`src/rtl/bscc_pkg.sv`:
```
// ----------------------------------------------------------------------------
// bscc_pkg
// Shared constants, register indexes, flag struct and arctangent table for
// the blind sector cell classifier.
// ----------------------------------------------------------------------------
package bscc_pkg;

    localparam int BSCC_COORD_BITS   = 24;
    localparam int BSCC_ANGLE_BITS   = 16;
    localparam int BSCC_ANGLE_STAGES = 16;

    localparam int RADIUS_BITS  = 23;
    localparam int SPAN_W       = RADIUS_BITS + 1;
    localparam int PRESHIFT     = 16;
    localparam int XW           = SPAN_W + PRESHIFT + 2;
    localparam int ZW           = 32;
    localparam int SQ_W         = 2 * RADIUS_BITS;
    localparam int CFG_IDX_W    = 3;

    localparam int KEEP_RESET   = 154;
    localparam int CLEAR_RESET  = 2253;
    localparam int MIN_A_RESET  = -20025;
    localparam int MAX_A_RESET  = 20025;

    localparam logic [ZW-1:0] Z_PLUS_QUARTER  = 32'h4000_0000;
    localparam logic [ZW-1:0] Z_MINUS_QUARTER = 32'hC000_0000;

    localparam logic [CFG_IDX_W-1:0] CFG_ROBOT_X   = 3'd0;
    localparam logic [CFG_IDX_W-1:0] CFG_ROBOT_Y   = 3'd1;
    localparam logic [CFG_IDX_W-1:0] CFG_HEADING   = 3'd2;
    localparam logic [CFG_IDX_W-1:0] CFG_KEEP      = 3'd3;
    localparam logic [CFG_IDX_W-1:0] CFG_CLEAR     = 3'd4;
    localparam logic [CFG_IDX_W-1:0] CFG_MIN_ANGLE = 3'd5;
    localparam logic [CFG_IDX_W-1:0] CFG_MAX_ANGLE = 3'd6;
    localparam logic [CFG_IDX_W-1:0] CFG_ENABLED   = 3'd7;

    typedef struct packed {
        logic cand;
        logic zero;
    } t_meta;

    function automatic logic [ZW-1:0] atan_turn(input int unsigned idx);
        logic [ZW-1:0] v;
        case (idx)
            0:       v = 32'h2000_0000;
            1:       v = 32'h12E4_051E;
            2:       v = 32'h09FB_385B;
            3:       v = 32'h0511_11D4;
            4:       v = 32'h028B_0D43;
            5:       v = 32'h0145_D7E1;
            6:       v = 32'h00A2_F61E;
            7:       v = 32'h0051_7C55;
            8:       v = 32'h0028_BE53;
            9:       v = 32'h0014_5F2F;
            10:      v = 32'h000A_2F98;
            11:      v = 32'h0005_17CC;
            12:      v = 32'h0002_8BE6;
            13:      v = 32'h0001_45F3;
            14:      v = 32'h0000_A2FA;
            15:      v = 32'h0000_517D;
            16:      v = 32'h0000_28BE;
            17:      v = 32'h0000_145F;
            18:      v = 32'h0000_0A30;
            19:      v = 32'h0000_0518;
            20:      v = 32'h0000_028C;
            21:      v = 32'h0000_0146;
            22:      v = 32'h0000_00A3;
            23:      v = 32'h0000_0051;
            default: v = '0;
        endcase
        return v;
    endfunction

endpackage

```
`src/rtl/bscc_decide.sv`:
```
// ----------------------------------------------------------------------------
// bscc_decide
// Rounds the turn accumulator to a binary angle, takes it relative to the
// heading and tests it against the visible sector.
// ----------------------------------------------------------------------------
module bscc_decide
    import bscc_pkg::*;
#(
    parameter int ANGLE_BITS = BSCC_ANGLE_BITS
) (
    input  logic                         i_clk,
    input  logic                         i_rst_n,
    input  logic                         i_adv,
    input  logic                         i_valid,
    input  t_meta                        i_meta,
    input  logic        [ZW-1:0]         i_z,
    input  logic signed [ANGLE_BITS-1:0] i_heading,
    input  logic signed [ANGLE_BITS-1:0] i_min_angle,
    input  logic signed [ANGLE_BITS-1:0] i_max_angle,
    output logic                         o_valid,
    output logic                         o_hit
);

    localparam logic [ZW-1:0] HALF_LSB = ZW'(1) << (ZW - 1 - ANGLE_BITS);

    logic        [ZW-1:0]         zr;
    logic        [ANGLE_BITS-1:0] raw;
    logic signed [ANGLE_BITS-1:0] rel;
    logic                         r_valid, r_hit;

    always_comb begin
        zr  = i_z + HALF_LSB;
        raw = i_meta.zero ? '0 : zr[ZW-1 -: ANGLE_BITS];
        rel = raw - i_heading;
    end

    always_ff @(posedge i_clk) begin
        if (!i_rst_n) begin
            r_valid <= 1'b0;
        end else if (i_adv) begin
            r_valid <= i_valid;
        end
    end

    always_ff @(posedge i_clk) begin
        if (i_adv) begin
            r_hit <= i_meta.cand && ((rel < i_min_angle) || (rel > i_max_angle));
        end
    end

    assign o_valid = r_valid;
    assign o_hit   = r_hit;

endmodule

```
`config.mk`:
```
export PLATFORM = sky130hd
export DESIGN_NAME = bscc_decide
export DESIGN_NICKNAME = d
export VERILOG_FILES = /design/src/rtl/bscc_pkg.sv /design/src/rtl/bscc_decide.sv
export SDC_FILE = /design/constraint.sdc
export NUM_CORES = 1
export LEC_CHECK = 0
export ABC_AREA = 1
export BUFFER_PORTS_ARGS = -buffer_cell sky130_fd_sc_hd__buf_2
export CORE_UTILIZATION = 54
export DETAILED_ROUTE_END_ITERATION = 8
export GPL_TIMING_DRIVEN = 0
export PLACE_DENSITY = 0.88
export SETUP_SLACK_MARGIN = 0.05
export SLEW_MARGIN = 0
export SYNTH_ARGS = -nofsm -noshare
export SYNTH_HDL_FRONTEND = slang
export SYNTH_SLANG_ARGS = --single-unit
export TNS_END_PERCENT = 10
```
`constraint.sdc`:
```
create_clock -name i_clk -period 8.09 [get_ports i_clk]
set_input_delay 1.618 -clock i_clk [delete_from_list [all_inputs] [get_ports i_clk]]
set_output_delay 1.618 -clock i_clk [all_outputs]
set_load 0.02 [all_outputs]
```
==> metrics.csv <==
metric,value,unit
Ports,88,
fillers,349,
GPL Wtd Cong,0.820,
clock power share,17.8,%
vias in the first global route,2159,
Core ar.,3740,sq um
Yosys top cell area share,29.8,%
post-synth top area cell,ha_1,
hpwl dp,4210,um
ys async rst share,0,%
"worst slack, placed",2.71,ns
CTS tree,built,
Comb power frac,77.0,%
crit path max fanout,5,
most frequent cells after synthesis,"inv_1, nand2_1, ha_1",
Max-slew headroom,73.2,%
CTS Buf Count,3,
synthesized area per cell,5.98,sq um
overall global routing resource usage,23.7,%
"Seq/Total Area, Yosys",2.34,%
first-pass GRT wire length,8220,um
Leak Pwr,1.66,nW
post-CTS setup buffers,0,
Final TNS setup,0,ns
die extent in y,65.0,um
Tmin final,5.17,ns
synth top area cells,"ha_1, inv_1, nand2_1, a21oi_1, nand3_1",
root buffer cell,clkbuf_8,
Final Max Slew Viols,0,
count of buffers from port buffering,72,
most numerous cell in the Yosys netlist,inv_1,
Final Hold Vio Count,0,
unrepaired setup endpoints after global routing,no,
H-tree depth,1,
Routed Antenna Nets,0,
pin count of the biggest net entering global routing,11,
fin cells,482,
crit path kind,in -> reg,
layout cells sized above 1,21.4,%
Mapped Area,2140,sq um
Fin Hold WS,0.547,ns
outcome,"finished, final reports clean",
Clock Path Buffers,2,
Switch Pwr,117,uW
Sink Count,2,
drt via density,4.97,
Vias,2397,
library cells used by synthesis,33,
Yosys Warn Count,0,
antenna violations before repair,0,
Syn-to-layout area delta,21.7,%
crit share post-route,63.9,%
ys flop type,edfxtp_1,
Post-Syn Instances,358,
Initial Util,57.2,%
DRC Markers,0,
Rows,22,
fmax,0.193,GHz
WP data arrival,5.14,ns
Crit. End Element,flip-flop,
P_int,125,uW
clk_lat worst skew,0.21,ns
Net Sw Frac,48.4,%
"EDFF count, synth",1,
startpoint types,primary input,
Antenna diodes,0,
post_cts resized,0,
clock skew,0,ns
dpl cells,478,
TritonRoute pass-1 iters,4,
Yosys reg bits,2,
WL per Instance,9.67,um
Max Cap Viol,0,
CTS hold repair buffers,0,
maximum VDD drop,0.0651,mV
post-route worst setup slack,2.92,ns
register cell area after layout,50.0,sq um
total congestion overflow,0,
Reg power frac,5.2,%
Slew @ Worst Pin,0.402,ns
Worst-path clk slew,0.03,ns
DIE AREA,4220,sq um
syn_nets,496,
DR iter-0 viols,50,
required time of the worst setup path,8.05,ns
WL final,4660,um
multi-input combinational cell area,1780,sq um
PD cells,93.0,nW/um^2
"Net count, final",573,
Worst Hold Class,reg -> reg,
final setup violation count,0,
DIE WIDTH,65.0,um
-- path summary, 6_finish.rpt --
kind | depth (start not counted) | to | slack [ns] | start
max | 28 | o_hit$_DFFE_PP_ | 2.92 | i_z[15]
min | 2 | o_valid$_SDFFE_PN0P_ | 0.55 | o_valid$_SDFFE_PN0P_
max reg2reg | 2 | o_valid$_SDFFE_PN0P_ | 7.46 | o_valid$_SDFFE_PN0P_
min reg2reg | 2 | o_valid$_SDFFE_PN0P_ | 0.55 | o_valid$_SDFFE_PN0P_
-- critical path, cell delays in order --
cell and delay, ns:
buf_2 0.10, ha_1 0.20, nand2_2 0.07, nor2_2 0.10, nand2_2 0.09, nor3_4 0.20
inv_2 0.08, nor2_4 0.13, nand2_2 0.06, o21ai_1 0.11, inv_1 0.05, ha_1 0.37
nand2_1 0.11, o21ai_0 0.26, nand2_1 0.10, nand3b_1 0.11, a21o_1 0.12, inv_1 0.05
nand2_1 0.05, nand2_1 0.10, ha_1 0.35, nand2_1 0.09, nor3_1 0.25, nand2_1 0.10
nand2_1 0.07, nand2_1 0.05, nand3_1 0.07, a21oi_1 0.08
-- kinds of logic (layout without fill, tap and decap cells) --
kind of cell    count (synthesis)  in the layout  synth area share (%)
fa+ha+maj                      52             52                  30.7
buf+inv                        84            160                  14.7
compound gates                 65             65                  16.4
flops                           2              2                  2.34
xor+xnor                       13             13                  5.32
simple gates                  142            142                  30.5
-- cells in the final DEF, fill, tap and decap left out, types with 2 or more instances in the layout --
cell and n:
buf_2 72, clkbuf_8 3, xnor2_1 4, nor3_1 8, o21ai_1 2, a21o_1 4, o21ai_0 13, nand2_1 73
a31oi_1 4, nor2_2 3, ha_1 51, nand2_2 4, inv_1 77, clkinv_1 2, nor2_1 22, nand3_1 18
inv_2 4, nor2_4 3, nand4_1 5, xor2_1 9, clkbuf_1 2, a21oi_1 38
-- power by group through the flow --
stage	Combinational, mW	Sequential (mW)	Clock [mW]
2_1_floorplan	0.133	0.0141	0
4_1_cts	0.187	0.0126	0.0444
3_3_place_gp	0.179	0.0127	0
5_1_grt	0.220	0.0127	0.0449
3_5_place_dp	0.186	0.0127	0
6_report	0.187	0.0126	0.0433
-- final cells by class --
| cell class | instances | area share, % |
|---|---|---|
| buffer | 1 | 0.144 |
| clock buffer | 4 | 1.73 |
| inverter | 83 | 12.0 |
| multi-input combinational | 272 | 68.1 |
| sequential | 2 | 1.92 |
| tap | 48 | 2.30 |
| timing repair buffer | 72 | 13.8 |
-- registers in the layout (all words and copies together) (netlist names) --
name,count
o_valid,1
o_hit,1
-- through the flow --
| step | util, % | area [sq um] | total power, mW |
|---|---|---|---|
| final | 69.6 | 2610 | 0.242 |
| after global routing | 69.6 | 2610 | 0.278 |
| after CTS | 69.6 | 2610 | 0.244 |
| after detailed placement | 68.4 | 2560 | 0.198 |
| after global placement | 68.4 | 2560 | 0.191 |
| after floorplan | - | 2140 | 0.147 |
-- routing by layer --
metal  global-route usage, %  vias up  share of wire [%]
met5                       0        -                  0
met3                   0.880        2                4.7
li1                        -     1310                  -
met2                    44.4       61                 47
met1                    29.7     1024                 47
met4                    4.17        0               0.47
Power figures use the tool's default switching activity.
