### src/rtl/bscc_pkg.sv
// ----------------------------------------------------------------------------
// bscc_pkg
// Shared constants, register indexes, flag struct and arctangent table for
// the blind sector cell classifier.
// ----------------------------------------------------------------------------
package bscc_pkg;

    localparam int BSCC_COORD_BITS   = 24;
    localparam int BSCC_ANGLE_BITS   = 16;
    localparam int BSCC_ANGLE_STAGES = 16;

    localparam int RADIUS_BITS  = 23;
    localparam int SPAN_W       = RADIUS_BITS + 1;
    localparam int PRESHIFT     = 16;
    localparam int XW           = SPAN_W + PRESHIFT + 2;
    localparam int ZW           = 32;
    localparam int SQ_W         = 2 * RADIUS_BITS;
    localparam int CFG_IDX_W    = 3;

    localparam int KEEP_RESET   = 154;
    localparam int CLEAR_RESET  = 2253;
    localparam int MIN_A_RESET  = -20025;
    localparam int MAX_A_RESET  = 20025;

    localparam logic [ZW-1:0] Z_PLUS_QUARTER  = 32'h4000_0000;
    localparam logic [ZW-1:0] Z_MINUS_QUARTER = 32'hC000_0000;

    localparam logic [CFG_IDX_W-1:0] CFG_ROBOT_X   = 3'd0;
    localparam logic [CFG_IDX_W-1:0] CFG_ROBOT_Y   = 3'd1;
    localparam logic [CFG_IDX_W-1:0] CFG_HEADING   = 3'd2;
    localparam logic [CFG_IDX_W-1:0] CFG_KEEP      = 3'd3;
    localparam logic [CFG_IDX_W-1:0] CFG_CLEAR     = 3'd4;
    localparam logic [CFG_IDX_W-1:0] CFG_MIN_ANGLE = 3'd5;
    localparam logic [CFG_IDX_W-1:0] CFG_MAX_ANGLE = 3'd6;
    localparam logic [CFG_IDX_W-1:0] CFG_ENABLED   = 3'd7;

    typedef struct packed {
        logic cand;
        logic zero;
    } t_meta;

    function automatic logic [ZW-1:0] atan_turn(input int unsigned idx);
        logic [ZW-1:0] v;
        case (idx)
            0:       v = 32'h2000_0000;
            1:       v = 32'h12E4_051E;
            2:       v = 32'h09FB_385B;
            3:       v = 32'h0511_11D4;
            4:       v = 32'h028B_0D43;
            5:       v = 32'h0145_D7E1;
            6:       v = 32'h00A2_F61E;
            7:       v = 32'h0051_7C55;
            8:       v = 32'h0028_BE53;
            9:       v = 32'h0014_5F2F;
            10:      v = 32'h000A_2F98;
            11:      v = 32'h0005_17CC;
            12:      v = 32'h0002_8BE6;
            13:      v = 32'h0001_45F3;
            14:      v = 32'h0000_A2FA;
            15:      v = 32'h0000_517D;
            16:      v = 32'h0000_28BE;
            17:      v = 32'h0000_145F;
            18:      v = 32'h0000_0A30;
            19:      v = 32'h0000_0518;
            20:      v = 32'h0000_028C;
            21:      v = 32'h0000_0146;
            22:      v = 32'h0000_00A3;
            23:      v = 32'h0000_0051;
            default: v = '0;
        endcase
        return v;
    endfunction

endpackage

### src/rtl/bscc_cordic_cell.sv
// ----------------------------------------------------------------------------
// bscc_cordic_cell
// One vectoring rotation step with a fixed shift; registers the rotated
// vector, the turn accumulator and the item flags for the next cell.
// ----------------------------------------------------------------------------
module bscc_cordic_cell
    import bscc_pkg::*;
#(
    parameter int STAGE = 0
) (
    input  logic                 i_clk,
    input  logic                 i_rst_n,
    input  logic                 i_adv,
    input  logic                 i_valid,
    input  t_meta                i_meta,
    input  logic signed [XW-1:0] i_x,
    input  logic signed [XW-1:0] i_y,
    input  logic        [ZW-1:0] i_z,
    output logic                 o_valid,
    output t_meta                o_meta,
    output logic signed [XW-1:0] o_x,
    output logic signed [XW-1:0] o_y,
    output logic        [ZW-1:0] o_z
);

    localparam logic [ZW-1:0] ATAN = atan_turn(STAGE);

    logic signed [XW-1:0] xs, ys, n_x, n_y;
    logic        [ZW-1:0] n_z;
    logic                 r_valid;
    t_meta                r_meta;
    logic signed [XW-1:0] r_x, r_y;
    logic        [ZW-1:0] r_z;

    always_comb begin
        xs = i_x >>> STAGE;
        ys = i_y >>> STAGE;
        if (!i_y[XW-1]) begin
            n_x = i_x + ys;
            n_y = i_y - xs;
            n_z = i_z + ATAN;
        end else begin
            n_x = i_x - ys;
            n_y = i_y + xs;
            n_z = i_z - ATAN;
        end
    end

    always_ff @(posedge i_clk) begin
        if (!i_rst_n) begin
            r_valid <= 1'b0;
        end else if (i_adv) begin
            r_valid <= i_valid;
        end
    end

    always_ff @(posedge i_clk) begin
        if (i_adv) begin
            r_meta <= i_meta;
            r_x    <= n_x;
            r_y    <= n_y;
            r_z    <= n_z;
        end
    end

    assign o_valid = r_valid;
    assign o_meta  = r_meta;
    assign o_x     = r_x;
    assign o_y     = r_y;
    assign o_z     = r_z;

endmodule

### config.mk
export PLATFORM = sky130hd
export DESIGN_NAME = bscc_cordic_cell
export DESIGN_NICKNAME = d
export VERILOG_FILES = /design/src/rtl/bscc_pkg.sv /design/src/rtl/bscc_cordic_cell.sv
export SDC_FILE = /design/constraint.sdc
export NUM_CORES = 1
export LEC_CHECK = 0
export BUFFER_PORTS_ARGS = -buffer_cell sky130_fd_sc_hd__buf_2
export CAP_MARGIN = 20
export CORE_MARGIN = 3
export CORE_UTILIZATION = 45
export CTS_BUF_LIST = sky130_fd_sc_hd__clkbuf_8
export DETAILED_ROUTE_END_ITERATION = 10
export GPL_TIMING_DRIVEN = 0
export MAX_ROUTING_LAYER = met4
export PLACE_DENSITY = 0.75
export SYNTH_ARGS = -nofsm -noshare
export SYNTH_HDL_FRONTEND = slang
export SYNTH_SLANG_ARGS = --single-unit
### constraint.sdc
create_clock -name i_clk -period 10.2 [get_ports i_clk]
set_input_delay 2.55 -clock i_clk [delete_from_list [all_inputs] [get_ports i_clk]]
set_output_delay 2.55 -clock i_clk [all_outputs]
set_load 0.01 [all_outputs]
==> flow_metrics.py, run 1 <==
metrics = {
    "worst_setup_path": {
        "cp_num_buf_inv": 1,
        "crit_chain": "buf_2, ha_1, fa_1, nor2b_1, o21ai_1, a311oi_1, o31ai_1, a21oi_2, a21oi_1, o221ai_1, a311oi_1, o32ai_1, xnor2_1",
        "r2r_end": "o_valid",
        "ff2ff_path_depth": 2,
        "r2r_slack_ps": 9610,
        "startpoint_type": "primary input",
        "crit_family": "compound AO/OA/AOI/OAI gates",
        "cpMostUsedCell": "a311oi_1",
        "worst-path-stages": 13,
        "r2r_start": "o_valid",
        "max_stage_delay_ps": 530,
        "crit_slowest_cell": "o31ai_1",
        "endpoint_kind": "flip-flop",
        "crit_fanout": 5,
        "worstSetupPathType": "in2reg",
        "crit_required_ps": 10390,
        "cp.arrival_ps": 6260,
    },
    "cts": {
        "ctsHoldBuffers": 0,
        "htreeDepth": 4,
        "cts.sinks": 118,
        "cts.path.max_buffers": 2,
        "numCtsBuffers": 17,
        "insertion_delay_ps": 470,
        "cts_tree": "yes",
        "ctsResizeCount": 0,
        "post_cts_buffers": 0,
        "cts_root_buffer": "clkbuf_8",
        "path_clk_slew_ps": 80,
    },
    "timing": {
        "period_needed_ps": 6066,
        "grt_setup_unrepaired": "false",
        "slew_violations": 0,
        "fin_setup_tns_ps": 0,
        "hold_violations": 0,
        "fin_crit_sh": 0.5947,
        "fmax_mhz": 164.9,
        "fin_hold_ws_ps": 528.0,
        "relSlewSlack": 0.2938,
        "clock_skew_ps": 0,
        "tightest_slew_ps": 1059,
        "setup_violations": 0,
    },
    "floorplan": {
        "rows": 57,
        "dieArea_um2": 26960,
        "dieHeight_um": 164.2,
        "core-area_um2": 24460,
        "fp.dieW_um": 164.2,
        "io_pins": 241,
        "initial_utilization": 0.4603,
    },
    "synthesis": {
        "syn_area_um2": 11260,
        "synthAdderAreaFrac": 0.1438,
        "synth_top_cell_by_area": "edfxtp_1",
        "synth_top_family_by_area": "compound AO/OA/AOI/OAI gates",
        "ys_seq_area_frac": 0.3138,
        "synth_area_leaders": "edfxtp_1, ha_1, a21oi_1, xnor2_1, o21ai_0",
        "yosys.area_share.simple": 0.1234,
        "synth_cells": 1302,
        "async_reset_ff_frac": 0,
        "synthMostInstantiatedCell": "a21oi_1",
        "synthesis.nets": 1551,
        "ys_warn_count": 0,
        "synth_mux_area_frac": 0.01956,
        "netlist-cell-type-count": 75,
        "syn_area_per_cell_um2": 8.649,
        "synth_compound_area_frac": 0.2672,
        "ys.flop_type": "edfxtp_1",
        "synth_commonest_cells": "a21oi_1, ha_1, inv_1",
        "synth-seq-cells": 118,
        "synth_enable_flop_cells": 117,
        "yosysTopAreaCellShare": 0.3120,
        "synth_xor_area_frac": 0.06456,
    },
    "cells_and_area": {
        "multi_input_area_um2": 6965,
        "final_area_um2": 13280,
        "areaGrowthSynthToFinish_pct": 17.90,
        "drive_gt1_frac": 0.2070,
        "nFillCells": 2340,
        "register_area_um2": 3533,
        "fin_nets": 1811,
        "num_antenna_cells": 0,
    },
    "drt": {
        "viasPerCell": 5.928,
        "drt.antenna.violating_nets": 0,
        "wl_mm": 39.81,
        "post_drt_wl_per_cell_um": 20.96,
        "drc_errors": 0,
        "via_count": 11260,
        "drtIter0Drc": 1352,
        "firstDrtPassIters": 6,
    },
    "worst_hold_path": {
        "holdCritStartpoint": "o_valid",
        "worstHoldEndpoint": "o_valid",
        "hold_depth": 2,
        "hold_class": "reg2reg",
    },
    "place": {
        "io_buffers": 240,
        "gp_congestion": 1.011,
        "dp_hpwl_mm": 31.45,
        "place_area_um2": 12900,
    },
    "global_routing": {
        "global_route.usage.total": 0.2979,
        "antenna_found_initial": 0,
        "grt_pass1_wl_mm": 60.20,
        "grt_pass1_vias": 10660,
        "grt_max_degree": 76,
        "grt-ovfl-total": 0,
    },
    "run_status": {
        "status": "finished, final reports clean",
    },
    "job": {
        "max_cap_viol_count": 0,
    },
    "power_and_ir_drop": {
        "p_leak_uw": 0.005765,
        "fin_total_pwr_uw": 1776,
        "irDropWorstVdd_uv": 99.84,
        "p_per_area_nw_per_um2": 133.8,
    },
}
-- logic make-up (layout without fill, tap and decap cells) --
group | after synthesis | count (layout)
fa+ha+maj | 127 | 127
mux | 22 | 22
xor+xnor | 83 | 83
simple gates | 286 | 286
flops | 118 | 118
buf+inv | 191 | 464
compound gates | 475 | 475
-- report_power, final --
group	switching [uW]	total, uW	internal, uW	leakage [uW]
clock	241	440	198	0.000185
combinational	444	696	252	0.00443
sequential	14.9	641	626	0.00115
-- per-stage QoR --
step / utilization / setup WS [ps] / std cells
2_1_floorplan: - / 5025 / 1302
3_3_place_gp: 0.5260 / 3851 / 1866
3_5_place_dp: 0.5272 / 3861 / 1867
4_1_cts: 0.5427 / 4294 / 1899
5_1_grt: 0.5427 / 4024 / 1899
6_report: 0.5427 / 4134 / 1899
-- state kept, by name, indices dropped and copies added (netlist names) --
name,cells
o_valid,1
o_meta,2
o_x,42
o_z,32
o_y,41
-- metal layers --
| layer | track usage | vias up | wire length [um] |
|---|---|---|---|
| met5 | - | - | 0 |
| met4 | 0.09343 | 0 | 1000 |
| met3 | 0.04187 | 79 | 3843 |
| met2 | 0.4513 | 665 | 17410 |
| met1 | 0.4129 | 5295 | 17560 |
| li1 | - | 5219 | - |
-- worst max path at each step --
stage	from	to	slack, ps
CTS	i_x[0]	o_x[38]	4290
global placement	i_x[0]	o_x[38]	3850
floorplan	i_x[7]	o_y[27]	5030
finish	i_x[0]	o_x[38]	4130
global route	i_x[0]	o_x[38]	4020
detailed placement	i_x[0]	o_x[38]	3860
-- final cells by class --
class | instances | area share
Multi-Input combinational cell | 993 | 0.5246
Sequential cell | 118 | 0.2661
Timing Repair Buffer | 241 | 0.09273
Inverter | 132 | 0.03732
Tap cell | 324 | 0.03053
Buffer | 59 | 0.02007
Clock buffer | 17 | 0.01762
Clock inverter | 15 | 0.01093
-- layout by cell type, fill, tap and decap left out, types with 24 or more instances in the layout --
| master | instances |
|---|---|
| o21bai_1 | 40 |
| ha_1 | 123 |
| a21oi_1 | 179 |
| buf_2 | 257 |
| o21ai_0 | 104 |
| edfxtp_1 | 117 |
| nor3_1 | 24 |
| nor2_1 | 98 |
| xnor2_1 | 81 |
| inv_1 | 120 |
| a21o_1 | 26 |
| clkbuf_1 | 32 |
| nand2_1 | 64 |
-- worst min-delay path, stage by stage, from the launching register on --
cell and delay, ps:
dfxtp_1 310, mux2i_1 120, nor2b_1 60
Note: power is estimated with default switching activity, not from simulation.
==> inputs of run 2 (changes only) <==
--- a/config.mk
+++ b/config.mk
@@ -13,7 +13,7 @@
 export DETAILED_ROUTE_END_ITERATION = 10
 export GPL_TIMING_DRIVEN = 0
 export MAX_ROUTING_LAYER = met4
-export PLACE_DENSITY = 0.75
+export PLACE_DENSITY = 0.78
 export SYNTH_ARGS = -nofsm -noshare
 export SYNTH_HDL_FRONTEND = slang
 export SYNTH_SLANG_ARGS = --single-unit
==> constraint.sdc (replaced) <==
create_clock -name i_clk -period 5.4 [get_ports i_clk]
set_input_delay 1.35 -clock i_clk [delete_from_list [all_inputs] [get_ports i_clk]]
set_output_delay 1.35 -clock i_clk [all_outputs]
set_load 0.01 [all_outputs]
==> run 2 against run 1 <==
  * Critical endpoint is now o_y[40]
  * Clock skew unchanged
  * Clock-buffer cell count unchanged
  * Highest routed layer unchanged
  * Register-to-register slack got worse by 4800 ps
  * Via count decreased by 0.34%
  * Die area unchanged
  * Critical path type unchanged
  * Largest power group unchanged
==> flow_metrics.py, run 2 (same netlist as run 1, synthesis figures left out) <==
metrics = {
    "power_and_ir_drop": {
        "switching_share": 0.3850,
        "p_leak_uw": 0.005770,
        "clkPwrFrac": 0.248,
        "switchingPower_uw": 1295,
        "p_comb_frac": 0.392,
        "p_int_uw": 2068,
        "p_seq_frac": 0.360,
        "irDropWorstVdd_uv": 129.8,
        "p_per_area_nw_per_um2": 253.2,
    },
    "floorplan": {
        "dieArea_um2": 26960,
        "fp.dieW_um": 164.2,
        "initial_utilization": 0.4603,
        "dieHeight_um": 164.2,
        "core-area_um2": 24460,
        "io_pins": 241,
        "rows": 57,
    },
    "timing": {
        "fin_setup_tns_ps": 0,
        "hold_violations": 0,
        "setup_violations": 0,
        "grt_setup_unrepaired": "false",
        "clock_skew_ps": 0,
        "fin_hold_ws_ps": 524.8,
        "fin_crit_sh": 0.9017,
        "slew_violations": 0,
        "tightest_slew_ps": 1060,
        "period_needed_ps": 4869,
        "fmax_mhz": 205.4,
        "relSlewSlack": 0.2932,
    },
    "cts": {
        "path_clk_slew_ps": 80,
        "post_cts_buffers": 0,
        "numCtsBuffers": 17,
        "htreeDepth": 4,
        "cts.path.max_buffers": 2,
        "insertion_delay_ps": 450,
        "cts_tree": "yes",
        "ctsHoldBuffers": 0,
        "cts_root_buffer": "clkbuf_8",
        "cts.sinks": 118,
        "ctsResizeCount": 0,
    },
    "drt": {
        "via_count": 11220,
        "drt.antenna.violating_nets": 0,
        "firstDrtPassIters": 6,
        "drtIter0Drc": 1307,
        "viasPerCell": 5.908,
        "wl_mm": 40.49,
        "drc_errors": 0,
        "post_drt_wl_per_cell_um": 21.32,
    },
    "cells_and_area": {
        "fin_nets": 1811,
        "mostFrequentLayoutCells": "buf_2, a21oi_1, ha_1",
        "areaGrowthSynthToFinish_pct": 17.98,
        "drive_gt1_frac": 0.2070,
        "num_antenna_cells": 0,
        "fin_cells": 1899,
        "nFillCells": 2311,
        "largest_reg_flops": 42,
        "final_common_cell": "buf_2",
    },
    "global_routing": {
        "grt_max_degree": 75,
        "grt_pass1_vias": 10460,
        "grt-ovfl-total": 0,
        "grt_pass1_wl_mm": 59.95,
        "global_route.usage.total": 0.3004,
        "antenna_found_initial": 0,
    },
    "worst_setup_path": {
        "crit_required_ps": 5580,
        "crit_fanout": 4,
        "worstSetupPathType": "in2reg",
        "cp.arrival_ps": 5050,
        "startpoint_type": "primary input",
        "endpoint_kind": "flip-flop",
    },
    "job": {
        "max_cap_viol_count": 0,
    },
    "run_status": {
        "status": "finished, final reports clean",
    },
    "place": {
        "dp_hpwl_mm": 32.00,
        "io_buffers": 240,
        "dp.cells": 1867,
        "gp_congestion": 0.9866,
    },
    "worst_hold_path": {
        "hold_class": "reg2reg",
    },
}
==> run 2: area by class of cell <==
| cell class | count | area, um^2 | area share |
|---|---|---|---|
| plain buffers | 59 | 266.5 | 0.02006 |
| repair buffers | 241 | 1231 | 0.09267 |
| clock inverters | 15 | 153.9 | 0.01158 |
| well taps | 324 | 405.4 | 0.03051 |
| flip-flops and latches | 118 | 3533 | 0.2660 |
| inverters | 132 | 495.5 | 0.03730 |
| multi-input cells | 993 | 6965 | 0.5243 |
| clock buffers | 17 | 234.0 | 0.01761 |
==> run 2: path summary, 6_finish.rpt <==
path              depth (start not counted)    start      end  slack (ps)
hold reg to reg                           2  o_valid  o_valid         520
setup reg to reg                          2  o_valid  o_valid        4810
setup / recovery                         14   i_y[0]  o_y[40]         530
hold / removal                            2  o_valid  o_valid         520
==> run 2: metal layers <==
layer / routed length [um] / global-route usage / up-vias
met1: 17480 / 0.4156 / 5239
met4: 1136 / 0.08458 / 0
li1: - / - / 5219
met2: 17680 / 0.4485 / 665
met5: 0 / - / -
met3: 4196 / 0.05902 / 97
==> run 2: worst max-delay path, cell delays in order <==
cell      delay, ps
buf_2           120
inv_1            50
ha_1            290
fa_1            350
nor2b_1          90
o31a_1          260
o41ai_1         690
o21ai_0         360
a21oi_1         310
o221ai_1        340
a21oi_1         420
o31ai_1         160
xnor2_1         160
mux2i_1          90
==> run 2: stage by stage <==
step	setup slack, ps	total power [uW]	instance area, um^2	utilization
floorplan	1425	2030	11260	-
global placement	223.3	2510	12870	0.5260
detailed placement	261.8	2514	12900	0.5272
CTS	727.8	3360	13290	0.5431
global route	477.4	3538	13290	0.5431
finish	531.1	3363	13290	0.5431
==> run 2: power by group through the flow <==
stage	logic, uW	clock network [uW]	registers, uW
global route	1420	894	1220
global placement	1280	0	1230
floorplan	718	0	1310
detailed placement	1280	0	1230
finish	1320	835	1210
CTS	1290	854	1210
